==> src/rtl/pvbp_pkg.sv <==
// ----------------------------------------------------------------------------
// pvbp_pkg
// Types and constants shared by the prefix varint bit packer modules.
// ----------------------------------------------------------------------------
package pvbp_pkg;

	// operation codes
	localparam logic [2:0] FUNC_UVAR  = 3'd0;
	localparam logic [2:0] FUNC_SVAR  = 3'd1;
	localparam logic [2:0] FUNC_RAW   = 3'd2;
	localparam logic [2:0] FUNC_LIMIT = 3'd3;
	localparam logic [2:0] FUNC_ALIGN = 3'd4;

	// encoded field: up to 3 prefix bits + 32 raw bits, left aligned
	localparam int ENC_W    = 40;
	localparam int LEN_W    = 6;
	// partial byte on top of the encoded field
	localparam int STREAM_W = ENC_W + 8;

	// varint range limits
	localparam logic [31:0] U1_MAX = 32'h0000_007f;
	localparam logic [31:0] U2_MAX = 32'h0000_3fff;
	localparam logic [31:0] U4_MAX = 32'h1fff_ffff;
	localparam logic [31:0] S1_MAX = 32'h0000_003f;
	localparam logic [31:0] S2_MAX = 32'h0000_1fff;
	localparam logic [31:0] S4_MAX = 32'h0fff_ffff;

	typedef struct packed {
		logic [ENC_W-1:0] bits;   // first bit at the MSB
		logic [LEN_W-1:0] len;    // 0..35
		logic             align;
	} enc_t;

	typedef struct packed {
		logic [ENC_W-1:0] bytes;  // first byte in the top eight bits
		logic [2:0]       nbytes; // 0..5
		logic             bv;
		logic             eom;
	} load_t;

endpackage

==> src/rtl/pvbp_field_enc.sv <==
// ----------------------------------------------------------------------------
// pvbp_field_enc
// Turns one operation into a left-aligned bit string and its length.
// ----------------------------------------------------------------------------
module pvbp_field_enc import pvbp_pkg::*; (
	input  logic [2:0]  func,
	input  logic [31:0] value,
	input  logic [5:0]  nbits,
	input  logic [31:0] limit,
	output enc_t        enc
);

	// bit length by a five-level search
	function automatic logic [5:0] bit_length(input logic [31:0] v);
		logic [31:0] x;
		logic [5:0]  n;
		begin
			x = v;
			n = 6'd0;
			if (x[31:16] != 16'd0) begin
				n = n + 6'd16;
				x = x >> 16;
			end
			if (x[15:8] != 8'd0) begin
				n = n + 6'd8;
				x = x >> 8;
			end
			if (x[7:4] != 4'd0) begin
				n = n + 6'd4;
				x = x >> 4;
			end
			if (x[3:2] != 2'd0) begin
				n = n + 6'd2;
				x = x >> 2;
			end
			if (x[1])
				n = n + 6'd2;
			else if (x[0])
				n = n + 6'd1;
			return n;
		end
	endfunction

	// low byte first, MSB first in each byte; a short tail takes the low bits
	function automatic logic [31:0] raw_left(input logic [31:0] v, input logic [5:0] n);
		logic [31:0] res;
		logic [2:0]  k;
		logic [2:0]  r;
		logic [7:0]  b;
		begin
			res = 32'd0;
			k = n[5:3];
			r = n[2:0];
			for (int j = 0; j < 4; j++) begin
				b = v[8*j +: 8];
				if (3'(j) < k)
					res[31-8*j -: 8] = b;
				else if (3'(j) == k && r != 3'd0)
					res[31-8*j -: 8] = b << (4'd8 - {1'b0, r});
			end
			return res;
		end
	endfunction

	logic        neg;
	logic [31:0] mag;
	logic [5:0]  raw_n;
	logic [5:0]  lim_n;

	assign neg   = value[31];
	assign mag   = neg ? (32'd0 - value) : value;
	assign raw_n = (nbits > 6'd32) ? 6'd32 : nbits;
	assign lim_n = bit_length(limit);

	always_comb begin
		enc = '0;
		unique case (func)
			FUNC_UVAR: begin
				if (value <= U1_MAX) begin
					enc.bits = {1'b1, value[6:0], 32'd0};
					enc.len  = 6'd8;
				end else if (value <= U2_MAX) begin
					enc.bits = {2'b01, value[13:0], 24'd0};
					enc.len  = 6'd16;
				end else if (value <= U4_MAX) begin
					enc.bits = {3'b001, value[28:0], 8'd0};
					enc.len  = 6'd32;
				end else begin
					enc.bits = {3'b000, raw_left(value, 6'd32), 5'd0};
					enc.len  = 6'd35;
				end
			end
			FUNC_SVAR: begin
				if (mag <= S1_MAX) begin
					enc.bits = {1'b1, neg, mag[5:0], 32'd0};
					enc.len  = 6'd8;
				end else if (mag <= S2_MAX) begin
					enc.bits = {2'b01, neg, mag[12:0], 24'd0};
					enc.len  = 6'd16;
				end else if (mag <= S4_MAX) begin
					enc.bits = {3'b001, neg, mag[27:0], 8'd0};
					enc.len  = 6'd32;
				end else begin
					enc.bits = {3'b000, raw_left(value, 6'd32), 5'd0};
					enc.len  = 6'd35;
				end
			end
			FUNC_RAW: begin
				enc.bits = {raw_left(value, raw_n), 8'd0};
				enc.len  = raw_n;
			end
			FUNC_LIMIT: begin
				enc.bits = {raw_left(value, lim_n), 8'd0};
				enc.len  = lim_n;
			end
			FUNC_ALIGN: begin
				enc.align = 1'b1;
			end
			default: begin
				enc = '0;
			end
		endcase
	end

endmodule

==> src/rtl/pvbp_byte_queue.sv <==
// ----------------------------------------------------------------------------
// pvbp_byte_queue
// Holds one item's completed bytes, handing one out per cycle while ready.
// ----------------------------------------------------------------------------
module pvbp_byte_queue import pvbp_pkg::*; (
	input  logic       clk,
	input  logic       arst_n,
	input  logic       push,
	input  load_t      load,
	output logic       free,
	output logic       out_valid,
	input  logic       out_ready,
	output logic [7:0] out_byte,
	output logic       byte_valid,
	output logic       end_of_message
);

	logic [ENC_W-1:0] bytes_q;
	logic [2:0]       left_q;
	logic             bv_q;
	logic             eom_q;
	logic             pop;

	assign out_valid      = (left_q != 3'd0);
	assign pop            = out_valid && out_ready;
	assign free           = (left_q == 3'd0) || (left_q == 3'd1 && pop);
	assign out_byte       = bytes_q[ENC_W-1 -: 8];
	assign byte_valid     = bv_q;
	assign end_of_message = eom_q;

	always_ff @(posedge clk or negedge arst_n) begin
		if (!arst_n) begin
			left_q <= 3'd0;
		end else if (push) begin
			left_q <= load.nbytes;
		end else if (pop) begin
			left_q <= left_q - 3'd1;
		end
	end

	always_ff @(posedge clk) begin
		if (push) begin
			bytes_q <= load.bytes;
			bv_q    <= load.bv;
			eom_q   <= load.eom;
		end else if (pop) begin
			bytes_q <= bytes_q << 8;
		end
	end

endmodule

==> src/rtl/prefix_varint_bit_packer_top.sv <==
// ----------------------------------------------------------------------------
// prefix_varint_bit_packer_top
// Packs varints and bit fields MSB first into a byte stream.
// ----------------------------------------------------------------------------
// Use:
//   Input channel (in_valid/in_ready) takes one operation per transaction:
//   func selects unsigned varint, signed varint, raw field of nbits, field
//   sized by the bit length of limit, or align. Codes 5..7 are dropped.
//   Output channel (out_valid/out_ready) gives one result per transaction:
//   out_byte with byte_valid, and end_of_message on the align result.
//   An accepted transaction is encoded from the input register and pushed
//   into the byte queue when it is free; the queue then offers its bytes.
//   Operations pass at one per cycle while each makes at most one byte
//   and the receiver is ready; one that makes more bytes waits in the
//   input register while the single-byte output port drains the queue.
//   The partial byte (up to 7 bits) carries over between operations and
//   is updated as the operation leaves the input register.
//   Reset clears the partial byte, its bit count and both valid flags.
//   A stalled receiver holds the current byte; the input register still
//   takes one more transaction, and operations that make no byte go on
//   passing through while the queue is full.
// ----------------------------------------------------------------------------
module prefix_varint_bit_packer_top import pvbp_pkg::*; (
	input  logic        clk,
	input  logic        arst_n,
	input  logic        in_valid,
	output logic        in_ready,
	input  logic [2:0]  func,
	input  logic [31:0] value,
	input  logic [5:0]  nbits,
	input  logic [31:0] limit,
	output logic        out_valid,
	input  logic        out_ready,
	output logic [7:0]  out_byte,
	output logic        byte_valid,
	output logic        end_of_message
);

	// input register
	logic        valid_s1;
	logic [2:0]  func_s1;
	logic [31:0] value_s1;
	logic [5:0]  nbits_s1;
	logic [31:0] limit_s1;

	// carried bit state
	logic [7:0]  partial_q;
	logic [2:0]  count_q;

	enc_t                enc;
	load_t               load;
	logic [STREAM_W-1:0] stream;
	logic [STREAM_W-1:0] rest;
	logic [LEN_W-1:0]    tot;
	logic                q_free;
	logic                adv;
	logic                push;
	logic [7:0]          partial_d;
	logic [2:0]          count_d;

	pvbp_field_enc u_enc (
		.func  (func_s1),
		.value (value_s1),
		.nbits (nbits_s1),
		.limit (limit_s1),
		.enc   (enc)
	);

	// splice the new bits in behind the partial byte
	assign stream = {partial_q, {ENC_W{1'b0}}} | ({enc.bits, 8'd0} >> count_q);
	assign tot    = {3'd0, count_q} + enc.len;
	assign rest   = stream << {tot[5:3], 3'b000};

	always_comb begin
		if (enc.align) begin
			// flush: pad the partial byte, or report an empty end marker
			load.bytes  = {partial_q, 32'd0};
			load.nbytes = 3'd1;
			load.bv     = (count_q != 3'd0);
			load.eom    = 1'b1;
			partial_d   = 8'd0;
			count_d     = 3'd0;
		end else begin
			load.bytes  = stream[STREAM_W-1 -: ENC_W];
			load.nbytes = tot[5:3];
			load.bv     = 1'b1;
			load.eom    = 1'b0;
			partial_d   = rest[STREAM_W-1 -: 8];
			count_d     = tot[2:0];
		end
	end

	// an operation that makes no byte needs no queue space
	assign adv      = valid_s1 && ((load.nbytes == 3'd0) || q_free);
	assign push     = adv && (load.nbytes != 3'd0);
	assign in_ready = !valid_s1 || adv;

	always_ff @(posedge clk or negedge arst_n) begin
		if (!arst_n) begin
			valid_s1  <= 1'b0;
			partial_q <= 8'd0;
			count_q   <= 3'd0;
		end else begin
			if (in_ready)
				valid_s1 <= in_valid;
			if (adv) begin
				partial_q <= partial_d;
				count_q   <= count_d;
			end
		end
	end

	always_ff @(posedge clk) begin
		if (in_valid && in_ready) begin
			func_s1  <= func;
			value_s1 <= value;
			nbits_s1 <= nbits;
			limit_s1 <= limit;
		end
	end

	pvbp_byte_queue u_queue (
		.clk            (clk),
		.arst_n         (arst_n),
		.push           (push),
		.load           (load),
		.free           (q_free),
		.out_valid      (out_valid),
		.out_ready      (out_ready),
		.out_byte       (out_byte),
		.byte_valid     (byte_valid),
		.end_of_message (end_of_message)
	);

endmodule

==> config.mk <==
export PLATFORM = sky130hd
export DESIGN_NAME = prefix_varint_bit_packer_top
export DESIGN_NICKNAME = d
export VERILOG_FILES = /design/src/rtl/pvbp_pkg.sv /design/src/rtl/pvbp_field_enc.sv /design/src/rtl/pvbp_byte_queue.sv /design/src/rtl/prefix_varint_bit_packer_top.sv
export SDC_FILE = /design/constraint.sdc
export NUM_CORES = 1
export LEC_CHECK = 0
export BUFFER_PORTS_ARGS = -buffer_cell sky130_fd_sc_hd__buf_2
export CORE_ASPECT_RATIO = 1.5
export CORE_UTILIZATION = 29
export DETAILED_ROUTE_END_ITERATION = 10
export PLACE_DENSITY = 0.51
export SETUP_SLACK_MARGIN = 0.1
export SLEW_MARGIN = 10
export SYNTH_ARGS = -nofsm -noshare
export SYNTH_HDL_FRONTEND = slang
export SYNTH_SLANG_ARGS = --single-unit
export TNS_END_PERCENT = 5
==> constraint.sdc <==
create_clock -name clk -period 9.3 [get_ports clk]
set_input_delay 1.86 -clock clk [delete_from_list [all_inputs] [get_ports clk]]
set_output_delay 1.86 -clock clk [all_outputs]
set_load 0.005 [all_outputs]
Yosys cells after proc, flatten, opt, wreduce, memory -nomap -nowiden
Index checks and enable logic that the tools add are counted.
Storage, ports and cells
  register bits after elaboration: 130
  input port bits: 77
  output and inout port bits: 12
  logic and storage cells: 133
Operators by class
  add/sub/neg operators: 10
  order comparisons: 15
  eq/ne operators: 11
  shift-type cells: 10
  mux-type cells: 43
  bitwise logic cells: 1
  reduce and logical (&&, ||, !) cells: 32
Operator list (count)
  $mux 46: 4
  $pmux 46 s4: 1
  $mux 8: 18
  $mux 44: 2
  $mux 40: 2
  $shl 8x4->8: 8
  $or 48x48->48: 1
  $shl 48x6->48: 1
  $shr 48x3->48: 1
  $mux 45: 1
  $mux 6: 6
  $le 32x13->1 const B: 1
  $le 32x14->1 const B: 1
  $le 32x28->1 const B: 1
  $le 32x29->1 const B: 1
  $le 32x6->1 const B: 1
  $le 32x7->1 const B: 1
  $mux 32: 1
  $sub 1x32->32 const A: 1
  $mux 16: 1
  $reduce_bool 16->1: 1
  $logic_not 3->1: 5
  $reduce_bool 3->1: 5
  $logic_and 1x1->1: 13
  25 further kinds: 44

Depth between registers and ports, before layout
  word-level depth: 24
  gate-level depth with buffers: 27
  mapped depth without buffers: 23

Cells and area by module
A second synthesis with hierarchy kept.
Unflattened totals
  cells, all modules: 1578
  area, all modules: 13783.2 um^2
Modules (own cells, without submodules)
  pvbp_field_enc: times used 1, cells an instance 986, area each 6313.6 um^2, sequential area each 0.0 um^2
  prefix_varint_bit_packer_top: times used 1, cells an instance 470, area each 5452.7 um^2, sequential area each 2492.4 um^2
  pvbp_byte_queue: times used 1, cells an instance 122, area each 2016.9 um^2, sequential area each 1336.3 um^2

Worst setup path after synthesis
No wires, ideal clock.
  kind: register -> register
  start: reg value_s1[19]
  end: reg func_s1[0] (enable)
  library setup time: 0.439 ns
  arrival: 6.529 ns
  required time: 8.861 ns
  setup slack: 2.332 ns
  cell stages (with the launch flop): 21
  buffers on the path: 4
  period minus slack after synthesis: 6.968 ns
  path through: edfxtp_1 > clkbuf_1 > nor4_1 > nand4_1 > nor4b_1 > mux2_2 > a2bb2oi_2 > clkbuf_1 > buf_1 > clkbuf_1 > o22ai_1 > a21oi_1 > nor2_1 > ha_1 > fa_1 > a21oi_1 > nand2_1 > mux2i_1 > a41oi_1 > nand2_1 > and2_1
On the way
  cells in the longest elaborated chain, start to end: 14
  elaborated cells on any way between the ends: 22
  classes of those cells: 2 x add/sub; 6 x order compare; 9 x mux; 5 x reduce/logical
RTL lines
  from (decl): RTL line prefix_varint_bit_packer_top.sv:42  | logic [31:0] value_s1;
  from (signal assigned): RTL line prefix_varint_bit_packer_top.sv:116  | value_s1 <= value;
  $sub 1x32->32: RTL line pvbp_field_enc.sv:71  | assign mag = neg ? (32'd0 - value) : value;
  $mux 32: RTL line pvbp_field_enc.sv:71
  $le 32x28->1: RTL line pvbp_field_enc.sv:100  | end else if (mag <= S4_MAX) begin
  $mux 44: RTL line pvbp_field_enc.sv:100
  $mux 46: RTL line pvbp_field_enc.sv:97  | end else if (mag <= S2_MAX) begin
  $mux 46: RTL line pvbp_field_enc.sv:94  | if (mag <= S1_MAX) begin
  $pmux 46 s4 (*): RTL line pvbp_field_enc.sv:77  | unique case (func)
  $add 3x6->6 (*): RTL line prefix_varint_bit_packer_top.sv:71  | assign tot = {3'd0, count_q} + enc.len;
  $mux 45 (*): RTL line prefix_varint_bit_packer_top.sv:75  | if (enc.align) begin
  $logic_not 3->1 (*): RTL line prefix_varint_bit_packer_top.sv:94  | assign adv = valid_s1 && ((load.nbytes == 3'd0) || q_free);
  $logic_or 1x1->1 (*): RTL line prefix_varint_bit_packer_top.sv:94
  $logic_and 1x1->1 (*): RTL line prefix_varint_bit_packer_top.sv:94
  $logic_or 1x1->1 (*): RTL line prefix_varint_bit_packer_top.sv:96  | assign in_ready = !valid_s1 || adv;
  via in_ready: RTL line prefix_varint_bit_packer_top.sv:27  | output logic in_ready,
  $logic_and 1x1->1 (*): RTL line prefix_varint_bit_packer_top.sv:114  | if (in_valid && in_ready) begin
  to (signal assigned): RTL line prefix_varint_bit_packer_top.sv:115  | func_s1 <= func;
  to (decl): RTL line prefix_varint_bit_packer_top.sv:41  | logic [2:0] func_s1;
The timed path passes the listed nets; every way through them passes the cells marked *.
A chain may end at the register's enable or synchronous reset.

Worst setup path after layout
  start: reg limit_s1[25]
  end: reg partial_q[0]
On the way
  cells in the longest elaborated chain, start to end: 20
  elaborated cells on any way between the ends: 55
  classes of those cells: 7 x add/sub; 4 x order compare; 3 x eq/ne; 6 x shift; 21 x mux; 1 x bitwise; 13 x reduce/logical
RTL lines
  from (decl): RTL line prefix_varint_bit_packer_top.sv:44  | logic [31:0] limit_s1;
  from (signal assigned): RTL line prefix_varint_bit_packer_top.sv:118  | limit_s1 <= limit;
  $reduce_bool 16->1: RTL line pvbp_field_enc.sv:20  | if (x[31:16] != 16'd0) begin
  $mux 16 / $mux 5 (equally long branches): RTL line pvbp_field_enc.sv:20
  $reduce_bool 8->1 / $add 5x4->6 (equally long branches): RTL line pvbp_field_enc.sv:24, pvbp_field_enc.sv:25
  $mux 6 / $mux 8 (equally long branches): RTL line pvbp_field_enc.sv:24  | if (x[15:8] != 8'd0) begin
  $add 6x3->6 / $reduce_bool 4->1 (equally long branches): RTL line pvbp_field_enc.sv:29, pvbp_field_enc.sv:28
  $mux 6 / $mux 4 (equally long branches): RTL line pvbp_field_enc.sv:28  | if (x[7:4] != 4'd0) begin
  $add 6x2->6 / $reduce_bool 2->1 (equally long branches): RTL line pvbp_field_enc.sv:33, pvbp_field_enc.sv:32
  $mux 6: RTL line pvbp_field_enc.sv:32  | if (x[3:2] != 2'd0) begin
  [... 4 more ...]
  $shl 8x4->8 / $logic_and 1x1->1 (equally long branches): RTL line pvbp_field_enc.sv:59, pvbp_field_enc.sv:58
  $mux 8: RTL line pvbp_field_enc.sv:58  | else if (3'(j) == k && r != 3'd0)
  $mux 8: RTL line pvbp_field_enc.sv:56  | if (3'(j) < k)
  $pmux 46 s4 (*): RTL line pvbp_field_enc.sv:77
  $shr 48x3->48: RTL line prefix_varint_bit_packer_top.sv:70  | assign stream = {partial_q, {ENC_W{1'b0}}} | ({enc.bits, 8'd0} >> count_q);
  $or 48x48->48: RTL line prefix_varint_bit_packer_top.sv:70
  $shl 48x6->48: RTL line prefix_varint_bit_packer_top.sv:72  | assign rest = stream << {tot[5:3], 3'b000};
  $mux 8: RTL line prefix_varint_bit_packer_top.sv:75
  to (signal assigned): RTL line prefix_varint_bit_packer_top.sv:107  | partial_q <= partial_d;
  to (decl): RTL line prefix_varint_bit_packer_top.sv:47  | logic [7:0] partial_q;
Mark *: on every way between the ends. The rest lies on a longest branch, timed or not.

==> impl_results.md <==
* Leading cell types by total area after synthesis: edfxtp_1 26%, mux2i_1 6.4%, nand2_1 5.0%
* Core area at 45760 um^2
* Synth async-reset ratio at 0.1154
* RR Startpoint: limit_s1[25]
* YS warnings at 0
* Max frequency at 123.9 MHz
* Num ports at 89
* Die Wd at ~180 um
* Clock root cell: clkbuf_16
* Clock Path Buffers at 2
* ANT nets after route at 0
* Diode count at 0
* CTS tree: yes
* Clock transition at path regs at about 70 ps
* Post-synthesis compound-gate area fraction at 0.3070
* CP Launch Type: flip-flop
* Max FO, Critical Path at 18
* CP delay by family, top: compound AO/OA/AOI/OAI gates
* Global-route wire length before repair at 91.18 mm
* Setup TNS at 0 ps
* Die ar. at 47350 um^2
* Req. time, crit path at 9650 ps
* Final worst hold slack at 517.8 ps
* Slew Limit Fails at 0
* Setup CP Type: reg2reg
* Synth unique cells at 96
* Rows at 96
* Most frequent cells in the layout: 178 x nand2_1, 161 x nor2_1, 131 x a21oi_1
* Switch Pwr at 2.305 mW
* Area grow syn2layout at 10.72%
* Number of DRC markers in iteration 0 at 1913
* TritonRoute pass-1 iters at 6
* Number of global-route vias before repair at roughly 14000
* VDD IR max at approximately 0.15 mV
* Final HPWL DP at 45.38 mm
* Cells after DPL at 2251
* Maxcap violations at 0
* Sequential fraction of the synthesis area at 0.2841
* FF+latch count, synth at 130
* Gpl congestion at 1.019
* Synth Instances at roughly 1700
* Final #Nets at 1772
* Worst path max stage delay at around 860 ps
* WP depth at 18
* Slew @ Worst Pin at between 1000 and 1500 ps
* Multi-input gate area at 8800 um^2
* Remaining global-route overflow at 0
* Worst setup path end: partial_q[0]
* Total Wirelength at between 60 and 70 mm
* Synth Cell Area at 13470 um^2
* Clock Latency Late Sink at approximately 470 ps
* Final setup violation count at 0
* Number of vias per cell at 6.445
* Clock power frac at 0.154
* Reg2reg path depth at 18
* Post-CTS Hold Buffers at 0
* Final period utilization at 0.8675
* Initial antenna violation count at 0
* H-tree levels at 4
* Top_reg_cell synth: edfxtp_1
* Post-Synth XOR/XNOR Area at 0.02080
* Hold path start: u_queue.bytes_q[23]
* HP Class: reg2reg
* Die Ht at 266.0 um
* GRT Overall Usage at 0.2615
* EDFF count, synth at 115
* Initial core utilization at 0.2944
* Register share of total power at 0.237
* CP endpoint kind: flip-flop
* Wire per inst at approximately 27 um
* CP startpoint: limit_s1[25]
* Number of fillers in the final layout at 4870
* Top cell type by total area after synthesis: edfxtp_1
* Sw Share at 0.5122
* CTS sink cnt at 130
* CP bufs+invs at 2
* Data arrival, critical path at roughly 8400 ps
* Lkg Pwr at 5.320 nW
* FF-to-FF End: partial_q[0]
* Share of cells above drive strength 1 at 0.1481
* Cell Chain, Critical Path: or4_4 > nor4_4 > mux2i_1 > or2_0 > o221a_2 > a21oi_2 > nor2_4 > inv_2 > ha_1 > clkinv_1 > a221oi_1 > a31oi_1 > a211oi_1 > mux2i_1 > mux4_2 > or2_0 > a221o_1 > a211o_1
* Final Skew at approximately 17 ps
* Post-Syn Area per Cell at about 7.9 um^2
* Synth top area share at 0.2563
* Outcome: finished, final reports clean
* Total number of vias at 14710
* Largest net degree at the start of global routing at 74
* Combinational power share at 0.608
* Largest family of logic cells by synthesized area: compound AO/OA/AOI/OAI gates
* Slew HR at 0.2018
* Post-CTS Setup Repair Bufs at 0
* Crit path max-delay cell type: mux2i_1
* RSZ-0062 raised after global routing: no
* Commonest non-fill, non-tap cell in the layout: nand2_1
* R2r setup slk at 1230 ps
* Non-filler cells, final at 2283
* Post-Synth Adder-Cell Area at 0.01263
* Post-synth net total at 1787
* # DRC at 0
* Internal at 2.195 mW
* Fin crit period at 8068 ps
* Post-synthesis simple-gate area fraction at 0.2150
* CTS Buf Count at 17
* Final hold vios at 0
* PostCTS Resize Cnt at 0
* Post-synthesis mux area share at 0.09583
* Register area at 3829 um^2
* Power density cells at 301.6 nW/um^2
* Input/output buffers at 88
[power groups by stage]
stage	Clock (mW)	Combinational, mW	Sequential [mW]
2_1_floorplan	0	1.91	0.955
3_3_place_gp	0	2.65	1.07
3_5_place_dp	0	2.65	1.07
4_1_cts	0.701	2.66	1.06
5_1_grt	0.722	2.91	1.09
6_report	0.693	2.74	1.07
[through the flow]
| stage | power [mW] | area [um^2] | utilization | worst slack (ps) |
|---|---|---|---|---|
| finish | 4.500 | 14920 | 0.3260 | 1232 |
| global route | 4.714 | 14920 | 0.3260 | 857.5 |
| CTS | 4.420 | 14920 | 0.3260 | 1273 |
| detailed placement | 3.720 | 14350 | 0.3135 | 1515 |
| global placement | 3.723 | 14350 | 0.3135 | 1721 |
| floorplan | 2.864 | 13470 | - | 2332 |
[layout make-up]
class | count | area share
multi-input cells | 1352 | 0.5899
flip-flops and latches | 130 | 0.2566
repair buffers | 140 | 0.05569
well taps | 588 | 0.04932
clock buffers | 18 | 0.02877
inverters | 41 | 0.01032
clock inverters | 14 | 0.009394
[logic make-up (layout without fill, tap and decap cells)]
logic type      after synthesis  in the layout
simple gates                600            600
mux                         118            118
flops                       130            130
compound gates              589            589
fa+ha+maj                    13             13
xor+xnor                     32             32
buf+inv                     215            213
[per-layer routing]
layer,part of all wire,up-vias,global-route usage
met5,0,-,0
met4,0.083,0,0.1970
met3,0.084,293,0.04737
met2,0.48,947,0.4332
met1,0.35,6993,0.2962
li1,-,6480,-
[sequential cells by signal, summed over array words and instances, names as in the netlist]
| name | cells |
|---|---|
| func_s1 | 3 |
| value_s1 | 32 |
| u_queue.left_q | 3 |
| limit_s1 | 32 |
| u_queue.bytes_q | 40 |
| nbits_s1 | 6 |
| valid_s1 | 1 |
| u_queue.end_of_message | 1 |
| count_q | 3 |
| partial_q | 8 |
| u_queue.byte_valid | 1 |
[Yosys cell counts (all sizes together) (18+ instances only)]
library cell,n
inv,35
nor2,164
nand3,48
nand2,179
xnor2,24
mux2i,87
a22oi,22
nor3,43
o21ai,107
o211ai,21
nand4,26
clkbuf,128
a221oi,21
nor4,27
or3,18
edfxtp,115
a211oi,29
o31ai,20
o22ai,31
a21oi,132
a31oi,27
buf,46
mux2,25
[worst min path at each step]
stage,end,slack (ps),depth (start not counted)
2_1_floorplan,partial_q[5],480,2
3_3_place_gp,u_queue.bytes_q[31],500,1
3_5_place_dp,u_queue.bytes_q[31],510,1
4_1_cts,u_queue.bytes_q[31],530,1
5_1_grt,u_queue.bytes_q[31],540,1
6_report,u_queue.bytes_q[31],520,1
No activity file was read; power rests on OpenSTA's default activity.
